<file path="src/design/lu8_pkg.sv">
// Shared types, constants and helper functions for the lenient UTF-8 decoder.
// No dependencies; used by scoped names by every design module but lu8_checker.
package lu8_pkg;

    // Byte classification masks and patterns.
    localparam logic [7:0] ASCII_LIMIT = 8'h80;
    localparam logic [7:0] MASK_TWO    = 8'hE0;
    localparam logic [7:0] LEAD_TWO    = 8'hC0;
    localparam logic [7:0] MASK_THREE  = 8'hF0;
    localparam logic [7:0] LEAD_THREE  = 8'hE0;
    localparam logic [7:0] MASK_FOUR   = 8'hF8;
    localparam logic [7:0] LEAD_FOUR   = 8'hF0;
    localparam logic [7:0] CONT_MASK   = 8'hC0;
    localparam logic [7:0] CONT_PAT    = 8'h80;
    localparam logic [7:0] PAYLOAD_SIX = 8'h3F;

    // Depth of the result burst: one transaction can cause up to four results.
    localparam int BURST_DEPTH = 4;

    typedef logic [20:0] cp_t;
    typedef logic [2:0]  used_t;
    typedef logic [2:0]  count_t;

    // Results produced by one decoded byte, handed to the output buffer.
    typedef struct packed {
        count_t                     n;
        logic                       fin;
        logic [BURST_DEPTH-1:0][20:0] cp;
        logic [BURST_DEPTH-1:0][2:0]  used;
    } burst_t;

    // Sequence length announced by a lead byte: 1 for ASCII, 2 to 4 for a
    // multi-byte lead, 0 for a byte that cannot open a sequence.
    function automatic logic [2:0] seq_len(input logic [7:0] c);
        logic [2:0] len;
        len = 3'd0;
        if (c < ASCII_LIMIT)
            len = 3'd1;
        else if ((c & MASK_TWO) == LEAD_TWO)
            len = 3'd2;
        else if ((c & MASK_THREE) == LEAD_THREE)
            len = 3'd3;
        else if ((c & MASK_FOUR) == LEAD_FOUR)
            len = 3'd4;
        return len;
    endfunction

    // True for a continuation byte 10xxxxxx.
    function automatic logic is_cont(input logic [7:0] c);
        return (c & CONT_MASK) == CONT_PAT;
    endfunction

endpackage

</file>
<file path="src/design/lu8_decode.sv">
// Input register, sequence state and single-pass decode of one byte.
// Depends on lu8_pkg; feeds its burst of results to lu8_burst.
module lu8_decode (
    input  logic            clk,
    input  logic            rst_n,
    input  logic            in_valid,
    output logic            in_ready,
    input  logic [7:0]      byte_in,
    input  logic            final_byte,
    input  logic            load_ok,
    output logic            load,
    output lu8_pkg::burst_t burst
);

    logic            valid_reg, valid_next;
    logic [7:0]      byte_reg;
    logic            fin_reg;

    logic            pending_reg, pending_next;
    logic [7:0]      lead_reg, lead_next;
    logic [1:0]      cnt_reg, cnt_next;
    // Only two gathered bytes are ever kept: a four-byte sequence completes
    // on its third continuation byte, which is never stored.
    logic [1:0][7:0] store_reg, store_next;

    logic            accept;
    logic [2:0]      need;
    logic [2:0]      len_b;
    logic            cont_b;
    logic            complete;
    logic            new_lead;
    logic            fresh;
    logic            decoded;
    logic            flush;
    logic            extend;
    logic            extra;
    logic [20:0]     dec_cp;
    logic [20:0]     raw_b;

    // Input register: takes a new transaction when it is empty or its content moves on.
    assign load     = valid_reg && load_ok;
    assign in_ready = !valid_reg || load_ok;
    assign accept   = in_valid && in_ready;

    always_comb
    begin
        valid_next = valid_reg;
        if (accept)
            valid_next = 1'b1;
        else if (load)
            valid_next = 1'b0;
    end

    always_ff @(posedge clk or negedge rst_n)
    begin
        if (!rst_n)
            valid_reg <= 1'b0;
        else
            valid_reg <= valid_next;
    end

    always_ff @(posedge clk)
    begin
        if (accept)
        begin
            byte_reg <= byte_in;
            fin_reg  <= final_byte;
        end
    end

    // Classification of the registered byte against the pending sequence.
    always_comb
    begin
        need     = lu8_pkg::seq_len(lead_reg);
        len_b    = lu8_pkg::seq_len(byte_reg);
        cont_b   = lu8_pkg::is_cont(byte_reg);
        complete = ({1'b0, cnt_reg} + 3'd2) == need;
        new_lead = (len_b >= 3'd2) && !fin_reg;
        decoded  = pending_reg && cont_b && complete;
        extend   = pending_reg && cont_b && !complete && !fin_reg;
        flush    = pending_reg && (!cont_b || (!complete && fin_reg));
        fresh    = !pending_reg || !cont_b;
        // The byte itself goes out raw either as the tail of an early-ended
        // sequence or as a character that does not open a new one.
        extra    = (pending_reg && cont_b && !complete && fin_reg) ||
                   (fresh && !new_lead);
    end

    // Assembly of a completed multi-byte code point.
    always_comb
    begin
        raw_b = {13'd0, byte_reg};
        case (need)
            3'd2:    dec_cp = {10'd0, lead_reg[4:0], byte_reg[5:0]};
            3'd3:    dec_cp = {5'd0, lead_reg[3:0], store_reg[0][5:0], byte_reg[5:0]};
            3'd4:    dec_cp = {lead_reg[2:0], store_reg[0][5:0], store_reg[1][5:0],
                               byte_reg[5:0]};
            default: dec_cp = raw_b;
        endcase
    end

    // Burst layout: on a flush the lead comes first, then the gathered bytes,
    // then the byte itself when it is emitted raw.
    always_comb
    begin
        burst.fin = fin_reg;
        if (decoded)
            burst.n = 3'd1;
        else
            burst.n = (flush ? (3'd1 + {1'b0, cnt_reg}) : 3'd0) + {2'd0, extra};

        burst.cp[0]   = flush ? {13'd0, lead_reg} : (decoded ? dec_cp : raw_b);
        burst.used[0] = decoded ? need : 3'd1;
        burst.cp[1]   = (cnt_reg >= 2'd1) ? {13'd0, store_reg[0]} : raw_b;
        burst.used[1] = 3'd1;
        burst.cp[2]   = (cnt_reg >= 2'd2) ? {13'd0, store_reg[1]} : raw_b;
        burst.used[2] = 3'd1;
        burst.cp[3]   = raw_b;
        burst.used[3] = 3'd1;
    end

    // Sequence state update when the byte is consumed.
    always_comb
    begin
        pending_next = pending_reg;
        lead_next    = lead_reg;
        cnt_next     = cnt_reg;
        store_next   = store_reg;
        if (load)
        begin
            if (decoded || flush)
            begin
                pending_next = 1'b0;
                lead_next    = 8'd0;
                cnt_next     = 2'd0;
            end
            if (extend)
            begin
                store_next[cnt_reg[0]] = byte_reg;
                cnt_next               = cnt_reg + 2'd1;
            end
            if (fresh && new_lead)
            begin
                pending_next = 1'b1;
                lead_next    = byte_reg;
                cnt_next     = 2'd0;
            end
        end
    end

    always_ff @(posedge clk or negedge rst_n)
    begin
        if (!rst_n)
        begin
            pending_reg <= 1'b0;
            lead_reg    <= 8'd0;
            cnt_reg     <= 2'd0;
        end
        else
        begin
            pending_reg <= pending_next;
            lead_reg    <= lead_next;
            cnt_reg     <= cnt_next;
        end
    end

    always_ff @(posedge clk)
    begin
        store_reg <= store_next;
    end

endmodule

</file>
<file path="src/design/lu8_burst.sv">
// Result register: holds the results of one byte and hands them out in order.
// Depends on lu8_pkg; loaded by lu8_decode.
module lu8_burst (
    input  logic            clk,
    input  logic            rst_n,
    input  logic            load,
    input  lu8_pkg::burst_t burst,
    output logic            load_ok,
    output logic            out_valid,
    input  logic            out_ready,
    output logic [20:0]     code_point,
    output logic [2:0]      bytes_used,
    output logic            run_last,
    output logic            string_end
);

    localparam int IDX_W = $clog2(lu8_pkg::BURST_DEPTH);

    lu8_pkg::count_t                          count_reg, count_next;
    logic [IDX_W-1:0]                         idx_reg, idx_next;
    logic                                     fin_reg;
    logic [lu8_pkg::BURST_DEPTH-1:0][20:0]    cp_reg;
    logic [lu8_pkg::BURST_DEPTH-1:0][2:0]     used_reg;
    logic                                     is_last;
    logic                                     pop;

    // Output view of the current entry.
    assign out_valid  = count_reg != 3'd0;
    assign is_last    = ({1'b0, idx_reg} + 3'd1) == count_reg;
    assign pop        = out_valid && out_ready;
    assign code_point = cp_reg[idx_reg];
    assign bytes_used = used_reg[idx_reg];
    assign run_last   = is_last;
    assign string_end = is_last && fin_reg;

    // A new burst may replace the old one once its last entry leaves.
    assign load_ok = !out_valid || (out_ready && is_last);

    always_comb
    begin
        count_next = count_reg;
        idx_next   = idx_reg;
        if (load)
        begin
            count_next = burst.n;
            idx_next   = '0;
        end
        else if (pop)
        begin
            if (is_last)
            begin
                count_next = 3'd0;
                idx_next   = '0;
            end
            else
                idx_next = idx_reg + 1'b1;
        end
    end

    always_ff @(posedge clk or negedge rst_n)
    begin
        if (!rst_n)
        begin
            count_reg <= 3'd0;
            idx_reg   <= '0;
        end
        else
        begin
            count_reg <= count_next;
            idx_reg   <= idx_next;
        end
    end

    always_ff @(posedge clk)
    begin
        if (load)
        begin
            cp_reg   <= burst.cp;
            used_reg <= burst.used;
            fin_reg  <= burst.fin;
        end
    end

endmodule

</file>
<file path="src/design/lenient_utf8_decoder_unit.sv">
// Top level of the lenient UTF-8 decoder: input register, decode, result buffer.
// Depends on lu8_pkg, lu8_decode and lu8_burst.
//
// Usage: the input channel (in_valid/in_ready, byte_in, final_byte) takes one
// byte of a string per transaction, final_byte marking its last byte. The
// output channel (out_valid/out_ready) gives code points with bytes_used,
// run_last on the last result caused by a byte and string_end on the last
// result of the string. A byte that only extends a multi-byte sequence gives
// no result. A broken or cut-short sequence is given back byte by byte raw.
// An accepted byte passes through the input register and then the result
// buffer, from which its results are taken.
// Throughput: one byte per cycle while each byte causes at most one result
// and out_ready stays high. A byte with more than one result holds the result
// buffer, and with it the input channel, until its last result is taken; the
// single result port sets this. When the receiver stalls, the current result
// holds, the input register keeps one byte and then in_ready drops. Reset
// clears the input register, the result buffer and any pending sequence.
module lenient_utf8_decoder_unit (
    input  logic        clk,
    input  logic        rst_n,
    input  logic        in_valid,
    output logic        in_ready,
    input  logic [7:0]  byte_in,
    input  logic        final_byte,
    output logic        out_valid,
    input  logic        out_ready,
    output logic [20:0] code_point,
    output logic [2:0]  bytes_used,
    output logic        run_last,
    output logic        string_end
);

    logic            load;
    logic            load_ok;
    lu8_pkg::burst_t burst;

    // Byte decode with sequence state.
    lu8_decode u_decode (
        .clk        (clk),
        .rst_n      (rst_n),
        .in_valid   (in_valid),
        .in_ready   (in_ready),
        .byte_in    (byte_in),
        .final_byte (final_byte),
        .load_ok    (load_ok),
        .load       (load),
        .burst      (burst)
    );

    // Result buffer and output handshake.
    lu8_burst u_burst (
        .clk        (clk),
        .rst_n      (rst_n),
        .load       (load),
        .burst      (burst),
        .load_ok    (load_ok),
        .out_valid  (out_valid),
        .out_ready  (out_ready),
        .code_point (code_point),
        .bytes_used (bytes_used),
        .run_last   (run_last),
        .string_end (string_end)
    );

endmodule

</file>
<file path="config.mk">
export PLATFORM = sky130hd
export DESIGN_NAME = lenient_utf8_decoder_unit
export DESIGN_NICKNAME = d
export VERILOG_FILES = /design/src/design/lu8_pkg.sv /design/src/design/lu8_decode.sv /design/src/design/lu8_burst.sv /design/src/design/lenient_utf8_decoder_unit.sv
export SDC_FILE = /design/constraint.sdc
export NUM_CORES = 1
export LEC_CHECK = 0
export BUFFER_PORTS_ARGS = -buffer_cell sky130_fd_sc_hd__buf_4
export CAP_MARGIN = 0
export CORE_AREA = 4 4 88 90
export DETAILED_ROUTE_END_ITERATION = 8
export DIE_AREA = 0 0 92 94
export PLACE_DENSITY = 0.8
export SLEW_MARGIN = 20
export SYNTH_ARGS = -nofsm -noshare
export SYNTH_HDL_FRONTEND = slang
export SYNTH_SLANG_ARGS = --single-unit
</file>
<file path="constraint.sdc">
create_clock -name clk -period 10.4 [get_ports clk]
set_input_delay 2.08 -clock clk [delete_from_list [all_inputs] [get_ports clk]]
set_output_delay 2.08 -clock clk [all_outputs]
set_load 0.1 [all_outputs]
</file>
==> results.json <==
{
  "final_hold_viol_count": 0,
  "grt_pass1_vias": 2477,
  "overflow": 0,
  "achievable-frequency_ghz": 0.196,
  "synth.lib_cells_used.distinct": 48,
  "post_drt_via_cell_ratio": 5.87,
  "clock_sinks": 91,
  "cts-resized-gates": 0,
  "design.core.area_mm2": 0.00706,
  "yosysMostFrequentCell": "edfxtp_1",
  "cts_setup_buffers": 0,
  "final_antenna_net_count": 0,
  "first_pass_grt_wire_length_mm": 13.1,
  "maxCapViolCount": 0,
  "cts_root_buf": "clkbuf_8",
  "tightestPinTransition_ps": 948,
  "min-delay-start": "u_decode.store_reg[14]",
  "routed_wl_mm": 8.08,
  "drive_gt1_share_pct": 27.7,
  "crit-reg2reg-launch": "u_burst.idx_reg[0]",
  "seq_area_mm2": 0.00265,
  "grt_setup_unrepaired": "no",
  "cts_hold_buffers": 0,
  "crit_type": "flop to output port",
  "dpl.hpwl_mm": 5.54,
  "dr.first_iter.drc_count": 202,
  "ys_top_cells_by_count": "74 x edfxtp_1, 22 x mux2_2, 19 x and2_1",
  "num_io_pins": 41,
  "vert_die_dim_um": 94,
  "routedWlPerCell_um": 18.8,
  "final_min_period_over_clock_period_pct": 49.1,
  "setup_total_negative_slack_ps": 0,
  "setup.worst_path.start_class": "flop",
  "antenna_found_initial": 0,
  "cp.arrival_ps": 3030,
  "place.port_buffers": 40,
  "tritoncts_buffers": 9,
  "maximum_number_of_pins_on_one_net_before_global_route_repair": 34,
  "total_die_area_mm2": 0.00865,
  "synth.avg_cell_area_um2": 14.4,
  "outcome": "finished, final reports clean",
  "yosys_most_used_dff": "edfxtp_1",
  "h-tree-depth": 3,
  "setup_viol": 0,
  "number_of_flops_mapped_to_enable_cells_by_yosys": 74,
  "nNetsFinal": 346,
  "postSynth.asyncResetShare_pct": 18.7,
  "max-clock-path-buffers": 2,
  "ys_seq_elements": 91,
  "yosys.area.top_type_share_pct": 53.9,
  "grt_usage_pct": 20.1,
  "dieWidth_um": 92,
  "clk_pin_slew_worst_paths_ps": 90,
  "end_kind": "output port",
  "yosysSeqAreaShare_pct": 64.2,
  "detail_route.drc_violations": 0,
  "synth_cells": 287,
  "antenna_cells": 0,
  "syn_area_mm2": 0.00413,
  "routed-via-count": 2531,
  "netlist_top_cells_area": "edfxtp_1 54%, dfrtp_1 10%, mux2_2 6.0%",
  "drtPass1Iterations": 4,
  "largest_register_ff_count": 45,
  "hold_path_class": "flop to flop",
  "syn_to_final_growth_pct": 13.5,
  "fillCellCount": 520,
  "yosysTopAreaCell": "edfxtp_1",
  "initial_core_utilization_pct": 58.5,
  "critPathMaxFanout": 17,
  "multi_input_comb_area_mm2": 0.00138,
  "synth-warning-count": 0,
  "place_congestion": 0.827,
  "relSlewSlack_pct": 36.6,
  "worst_ep_required_time_ps": 8320,
  "worst_clock_skew_ps": 7.68,
  "period_needed_ps": 5110,
  "rows": 31,
  "timing_max_transition_violations_final": 0,
  "synth.net_count": 306,
  "clk_latency_ps": 350,
  "cts_tree": "yes",
  "cp-startpoint": "u_burst.idx_reg[0]"
}
final cells by class:
| cell class | instances | share of cell area [%] |
|---|---|---|
| Timing Repair Buffer | 42 | 6.73 |
| Sequential cell | 91 | 56.5 |
| Clock inverter | 6 | 1.20 |
| Clock buffer | 10 | 2.72 |
| Multi-Input combinational cell | 173 | 29.4 |
| Inverter | 10 | 0.801 |
| Tap cell | 99 | 2.64 |
cells by family (layout without fill, tap and decap cells):
kind of cell	after synthesis	after routing	synth area share, %
buffers and inverters	23	68	2.70
DFF	91	91	64.2
adders and majority gates	6	6	1.82
AOI/OAI and AO/OA	45	45	8.16
xor gates and xnor gates	5	5	1.06
muxes	31	31	10.6
and+or+nand+nor	86	86	11.5
worst max-delay path, cell delays in order, from the launching register on:
cell and delay, ps:
dfrtp_1 940, ha_1 430, nand3b_1 210, a211o_1 380, nand3_1 150, nand2_1 130, nand2_1 130, buf_4 300
routing by layer:
metal | up-vias | share of wire [%] | track usage (%)
met3 | 19 | 6.5 | 2.96
li1 | 1163 | - | -
met1 | 1241 | 41 | 26.7
met4 | 0 | 2.2 | 9.03
met5 | - | 0 | 0
met2 | 108 | 50 | 33.0
placed cells by master, fill, tap and decap left out, types with 8 or more instances in the layout:
cell type  instances
o21ai_0           11
clkbuf_8           9
buf_4             42
nor2_1            17
mux2_2            22
nand2_1           16
inv_1             10
edfxtp_1          74
dfrtp_1           17
mux4_2             8
and2_1            19
metrics by stage:
step,std cells,util (%),hold slack [ps],setup WS [ps],instance area [µm²]
final,431,66.4,555,5290,4680
after global routing,431,66.4,576,5100,4680
after CTS,431,66.4,552,5270,4680
after detailed placement,415,63.8,532,5460,4500
after global placement,415,63.8,525,5480,4500
after floorplan,287,-,475,5320,4130
path summary, 6_finish.rpt:
| check | endpoint | slack (ps) | depth (start not counted) |
|---|---|---|---|
| setup / recovery | in_ready | 5290 | 7 |
| hold / removal | u_burst.cp_reg[48] | 550 | 1 |
| setup reg to reg | u_decode.store_reg[4] | 6880 | 6 |
| hold reg to reg | u_burst.cp_reg[48] | 550 | 1 |
| max in group asynchronous | u_decode.lead_reg[5] | 8620 | 1 |
| min in group asynchronous | u_decode.lead_reg[0] | 1580 | 1 |
Power is left out: the tool's default activity adds up to more than one toggle a clock period on the data nets, which glitch-free logic cannot reach.
